==> config.mk <==
export PLATFORM = sky130hd
export DESIGN_NAME = rbd_ctrl
export DESIGN_NICKNAME = d
export VERILOG_FILES = /design/src/hdl/rbd_pkg.sv /design/src/hdl/rbd_ctrl.sv
export SDC_FILE = /design/constraint.sdc
export NUM_CORES = 1
export LEC_CHECK = 0
export BUFFER_PORTS_ARGS = -buffer_cell sky130_fd_sc_hd__buf_2
export CAP_MARGIN = 20
export CELL_PAD_IN_SITES_DETAIL_PLACEMENT = 1
export CELL_PAD_IN_SITES_GLOBAL_PLACEMENT = 2
export CORE_AREA = 2 2 39 41
export CTS_BUF_LIST = sky130_fd_sc_hd__clkbuf_16
export DETAILED_ROUTE_END_ITERATION = 12
export DIE_AREA = 0 0 41 43
export PLACE_DENSITY = 0.42
export SYNTH_ARGS = -nofsm -noshare
export SYNTH_HDL_FRONTEND = slang
export SYNTH_SLANG_ARGS = --single-unit
==> constraint.sdc <==
create_clock -name clk -period 1.1 [get_ports clk]
set_input_delay 0.11 -clock clk [delete_from_list [all_inputs] [get_ports clk]]
set_output_delay 0.11 -clock clk [all_outputs]
set_load 0.005 [all_outputs]
==> src/hdl/rbd_pkg.sv <==
package rbd_pkg;

  // Default sizes for the top-level parameters
  localparam int DEPTH_DEF      = 1024;
  localparam int DATA_WIDTH_DEF = 32;

  // Field widths of the request and result transfers
  localparam int REQ_W    = 3;
  localparam int VALUE_W  = 32;
  localparam int INDEX_W  = 10;
  localparam int COUNT_W  = 11;
  localparam int STATUS_W = 2;

  // Capacity register
  localparam int                 CAP_W     = 11;
  localparam int                 MIN_CAP   = 10;
  localparam logic [CAP_W-1:0]   CAP_RESET = 11'd1024;

  // Register port
  localparam int                 APB_DW   = 32;
  localparam int                 APB_AW   = 2;
  localparam logic [APB_AW-1:0]  CAP_ADDR = 2'd0;

  typedef enum logic [REQ_W-1:0] {
    REQ_PUSH_BACK  = 3'd0,
    REQ_PUSH_FRONT = 3'd1,
    REQ_POP_BACK   = 3'd2,
    REQ_POP_FRONT  = 3'd3,
    REQ_READ       = 3'd4
  } req_t;

  typedef enum logic [STATUS_W-1:0] {
    ST_OK    = 2'd0,
    ST_FULL  = 2'd1,
    ST_EMPTY = 2'd2,
    ST_RANGE = 2'd3
  } status_t;

  typedef struct packed {
    logic [REQ_W-1:0]   req_type;
    logic [VALUE_W-1:0] value;
    logic [INDEX_W-1:0] index;
  } in_t;

  typedef struct packed {
    logic [VALUE_W-1:0]  read_data;
    logic [COUNT_W-1:0]  element_count;
    logic [STATUS_W-1:0] status;
  } out_t;

  // Commands from the controller to the datapath
  typedef struct packed {
    logic accept;
    logic exec;
    logic capture;
  } ctl_t;

  // Status from the datapath to the controller
  typedef struct packed {
    logic rd_hit;
  } sts_t;

endpackage

==> src/hdl/rbd_ctrl.sv <==
module rbd_ctrl (
  input  logic          clk,
  input  logic          rst_n,
  input  logic          start,
  input  rbd_pkg::sts_t sts,
  output logic          busy,
  output rbd_pkg::ctl_t ctl
);

  typedef enum logic [2:0] {
    S_IDLE   = 3'b001,
    S_EXEC   = 3'b010,
    S_RDWAIT = 3'b100
  } state_t;

  state_t state_r, state_nxt;

  // Sequence one request: take it, execute it, wait for the store on reads that hit
  always_comb begin
    state_nxt = state_r;
    ctl       = '0;
    case (state_r)
      S_IDLE: begin
        if (start) begin
          ctl.accept = 1'b1;
          state_nxt  = S_EXEC;
        end
      end
      S_EXEC: begin
        ctl.exec  = 1'b1;
        state_nxt = sts.rd_hit ? S_RDWAIT : S_IDLE;
      end
      S_RDWAIT: begin
        ctl.capture = 1'b1;
        state_nxt   = S_IDLE;
      end
      default: begin
        state_nxt = S_IDLE;
      end
    endcase
  end

  always_ff @(posedge clk) begin
    if (!rst_n) begin
      state_r <= S_IDLE;
    end else begin
      state_r <= state_nxt;
    end
  end

  assign busy = (state_r != S_IDLE);

  // A taken request always moves on to execution
  a_accept_exec: assert property (@(posedge clk) disable iff (!rst_n)
    ctl.accept |=> state_r == S_EXEC)
    else $error("accepted request did not enter execution");

  // The read wait only follows a read that hit
  a_rdwait_src: assert property (@(posedge clk) disable iff (!rst_n)
    state_r == S_RDWAIT |-> $past(state_r == S_EXEC && sts.rd_hit))
    else $error("read wait entered without a read hit");

  // Exactly one state bit is set
  a_state_onehot: assert property (@(posedge clk) disable iff (!rst_n)
    $onehot(state_r))
    else $error("controller state not one-hot");

endmodule

; ---- Yosys cells after proc, flatten, opt, wreduce, memory -nomap -nowiden
; Cells that the tools add are included.
[word_totals]
wordCells = 13
output_inout_bits = 4
input_bits = 4
register_bits = 3
[classes]
muxes = 7
eq_ne = 5
[op_table]
columns = operator, n
row1 = 3-bit 2-to-1 mux, 2
row2 = 3-bit case mux with 2 select lines, 1
row3 = 1-bit 2-to-1 mux, 4
row4 = "3-bit by 1-bit == test with 1-bit output, second input constant", 1
row5 = "3-bit by 2-bit == test with 1-bit output, second input constant", 1
row6 = "3-bit == test, second input constant", 1
row7 = "3-bit by 1-bit inequality test with 1-bit output, second input constant", 1
row8 = "2-bit inequality test, second input constant", 1

; ---- Logic depth before layout (Yosys ltp)
[depth]
depth_word = 2
ltp_mapped = 2
ltp_nobuf = 2

; ---- Worst setup path before layout
; Ideal clock, no wire load.
[synth_path]
path_type = reg-to-output
start = register state_r[0]
end = output port ctl[2] (netlist name)
required_ps = 990
path_buffers = 0
t_arrival_ps = 850
path_stages_with_launch = 3
slack_ps = 140
path_cell_list = dfxtp_1 > or3b_1 > nor2_2
[synth_lines]
columns = element, line
row1 = start: declaration, rbd_ctrl.sv:16  ; state_t state_r, state_nxt;
row2 = start signal: assignment, rbd_ctrl.sv:47  ; state_r <= state_nxt;
row3 = end: declaration, rbd_ctrl.sv:7  ; output rbd_pkg::ctl_t ctl

==> results.txt <==
----------------------------------------------------
[Logic synthesis]
  Register bit count reported by yosys ... 3
  Total standard cell area after synthesis ... 143 µm²
  Synthesized area divided by synthesized cell count ... 10.2 µm²
  Cell count after synthesis ... 14
  Count of distinct cell types in the synthesized netlist ... 10
  Mapped Nets ... 18
  Yosys warning count ... 0
  Sequential fraction of the synthesis area ... 0.421

[STA]
  Sum of negative setup slack ... -0.188 ns
  Crit share post-route ... 1.11
  Endpoints failing hold ... 0
  Crit path time final ... about 1.2 ns
  RSZ-0062 raised after global routing ... true
  Final setup margin ... -0.118 ns
  Measured slew at the worst slew-check pin ... 0.174 ns
  Pins over their slew limit ... 0
  Achievable frequency ... 0.821 GHz
  Slew margin rel. ... 0.884
  Clock tree skew after final layout ... 0.00146 ns
  Final setup violation count ... 2

[Global routing]
  Global-route wire length before repair ... 765 µm
  Number of global-route vias before repair ... about 190
  GRT Total Usage ... 0.0772
  Largest net degree at the start of global routing ... 6
  Total congestion overflow after global routing ... 0
  Number of antenna violations at the first check in global routing ... 0

[Finish]
  Final-stage net count ... 33
  Top flop regs ... state_r (3)
  Register with the highest flop count ... state_r
  Layout Area Growth over Synthesis ... 124%
  Number of filler cells placed in the layout ... 161
  Fraction of layout cells with a size suffix above 1 ... 0.821
  Number of flip-flops under the largest register name ... 3
  Number of diodes added for antenna fixing ... 0

[Power and ir drop]
  Leakage power ... between 0.15 and 0.2 nW
  Total power divided by cell area ... 2330 nW/µm²
  Logic pwr share ... 0.070
  Flop pwr share ... 0.159
  Total design power ... 0.744 mW
  Switch Pwr ... 0.127 mW
  Worst supply voltage drop on vdd ... approximately 0.48 mV
  Cell-internal power ... roughly 0.62 mW
  Switching Fraction ... 0.171
  Clock Power Share ... 0.770

[Clock tree]
  Root buffer cell ... clkbuf_16
  Clock latency on the worst-skew pair ... 0.22 ns
  Clock transition at the register clock pins on the worst setup and hold paths after CTS ... 0.03 ns
  Number of buffers between clock root and the deepest sink ... 2
  # H-tree levels ... 1
  TritonCTS clock tree ... yes
  Number of clock sinks seen by CTS ... 3
  Number of clock buffers inserted by TritonCTS ... 3
  Quantity of hold-fixing buffers added after cts ... 0

[Route]
  Via Count ... 149
  Via/cell ratio ... 3.39
  Routed WL per cell ... roughly 11 µm
  Total wire length after detailed routing ... 468 µm
  Length of the first detailed-routing pass in iterations ... 1
  Antenna-violating nets left ... 0
  First DRT Iteration DRCs ... 0
  # DRC ... 0

[Critical path]
  Critical Path Start Type ... flip-flop
  Crit path cell chain ... or3b_4 -> nor2_2 -> buf_2
  Required arrival time at the worst endpoint ... just under 1 ns
  Endpoint arrival time on the critical path ... roughly 1.1 ns
  Crit path from ... state_r[2]
  Slowest library cell on the worst path ... or3b_4
  Kind of end point of the critical path ... primary output
  Critical path fanouts, max ... 2
  Cells on worst reg2reg path ... 3
  CP Class ... reg2out
  Endpoint of the worst register-to-register path ... state_r[1]
  Critical path's largest stage delay ... 0.39 ns
  Setup slack of the worst register-to-register path ... 0.18 ns
  Worst r2r src ... state_r[2]

[Floorplan]
  Number of cell rows ... 14
  Starting density of the core ... 0.103
  X dimension of the die ... 41 µm
  Core outline area ... ~1400 µm²
  Area of the die ... 1760 µm²
  I/O Pins ... 8
  Vertical die dimension ... around 43 µm

[Place]
  Number of buffers added on ports ... 7
  Final HPWL from detailed placement ... 285 µm
  Final RePlAce weighted congestion ... approximately 0.64

[Min path]
  Hold Path End ... state_r[1]
  Hold path start ... start
  Hold Crit Class ... in2reg
  Hold depth ... 2

[Run status]
  Run status ... finished, violations left
  Violations in the final reports ... setup timing

[Job]
  MaxCap Viol Count ... 0

----------------------------------------------------
==> power by group through the flow <==
stage / sequential (mW) / clock [mW] / combinational, mW
floorplan: 0.120 / 0 / 0.0194
global placement: 0.118 / 0 / 0.0450
detailed placement: 0.119 / 0 / 0.0454
CTS: 0.117 / 0.586 / 0.0518
global route: 0.119 / 0.601 / 0.0589
finish: 0.119 / 0.573 / 0.0524
==> area by class of cell <==
| class | instances | area, µm² | area share |
|---|---|---|---|
| Clock inverter | 1 | 3.75 | 0.0118 |
| Timing Repair Buffer | 10 | 61.3 | 0.192 |
| Multi-Input combinational cell | 10 | 91.3 | 0.286 |
| Tap cell | 16 | 20.0 | 0.0627 |
| Inverter | 1 | 3.75 | 0.0118 |
| Clock buffer | 3 | 75.1 | 0.235 |
| Sequential cell | 3 | 63.8 | 0.200 |
==> through the flow <==
stage / setup WS (ns) / util / std cells / hold slack, ns / instance area (µm²)
after global placement: 0.0932 / 0.154 / 39 / 0.442 / 213
after floorplan: 0.140 / - / 14 / 0.300 / 143
final: -0.118 / 0.231 / 44 / 0.218 / 319
after CTS: -0.120 / 0.227 / 44 / 0.210 / 314
after detailed placement: 0.0902 / 0.154 / 39 / 0.439 / 213
after global routing: -0.160 / 0.231 / 44 / 0.244 / 319
==> synthesized netlist by cell type, drive strengths merged <==
| library cell | instances | area share |
|---|---|---|
| dfxtp | 3 | 0.42 |
| inv | 1 | 0.026 |
| nor2b | 1 | 0.044 |
| and3b | 2 | 0.14 |
| o21ai | 1 | 0.035 |
| nor2 | 1 | 0.044 |
| and4b | 1 | 0.079 |
| and2 | 1 | 0.044 |
| nor3b | 2 | 0.11 |
| or3b | 1 | 0.061 |
==> worst max-delay path: cells and delay by family (launching register included) <==
kind / cells / cell delay [ns]
buffers and inverters: 1 / 0.11
DFF: 1 / 0.31
and+or+nand+nor: 2 / 0.47
==> routing by layer <==
metal	share of wire	wire length [µm]	GRT usage
met1	0.36	169	0.0607
met2	0.61	287	0.116
met3	0.024	11	0.0157
met4	0	0	0.120
met5	0	0	0
==> kinds of logic (layout without fill, tap and decap cells) <==
| logic type | after synthesis | after routing | share of synthesized area |
|---|---|---|---|
| AND/OR/NAND/NOR | 9 | 9 | 0.518 |
| buffers and inverters | 1 | 15 | 0.0263 |
| flip-flops | 3 | 3 | 0.421 |
| AO/OA/AOI/OAI | 1 | 1 | 0.0351 |
==> layout by cell type (no fill, tap or decap) <==
master | synthesis | layout
and2_1 | 1 | 1
and3b_2 | 2 | 2
and4b_2 | 1 | 1
buf_2 | 0 | 7
buf_4 | 0 | 2
buf_6 | 0 | 1
clkbuf_16 | 0 | 3
dfxtp_2 | 0 | 3
inv_1 | 1 | 2
nor2_2 | 1 | 1
nor2b_1 | 1 | 1
nor3b_2 | 0 | 2
o21ai_0 | 1 | 1
or3b_4 | 0 | 1
==> how the worst max path moves through the flow <==
stage	endpoint	slack [ns]	cells after the start
floorplan	ctl[2]	0.14	2
global placement	ctl[2]	0.09	3
detailed placement	ctl[2]	0.09	3
CTS	ctl[2]	-0.12	3
global route	ctl[2]	-0.16	3
finish	ctl[2]	-0.12	3
==> repair_timing <==
action / 4_1_cts / 5_1_grt
resized for setup: 5 / 2
buffers inserted: 1 / 0
setup endpoints to repair: 4 / 4
pin swaps: 1 / 1
Note: power is estimated with default switching activity, not from simulation.
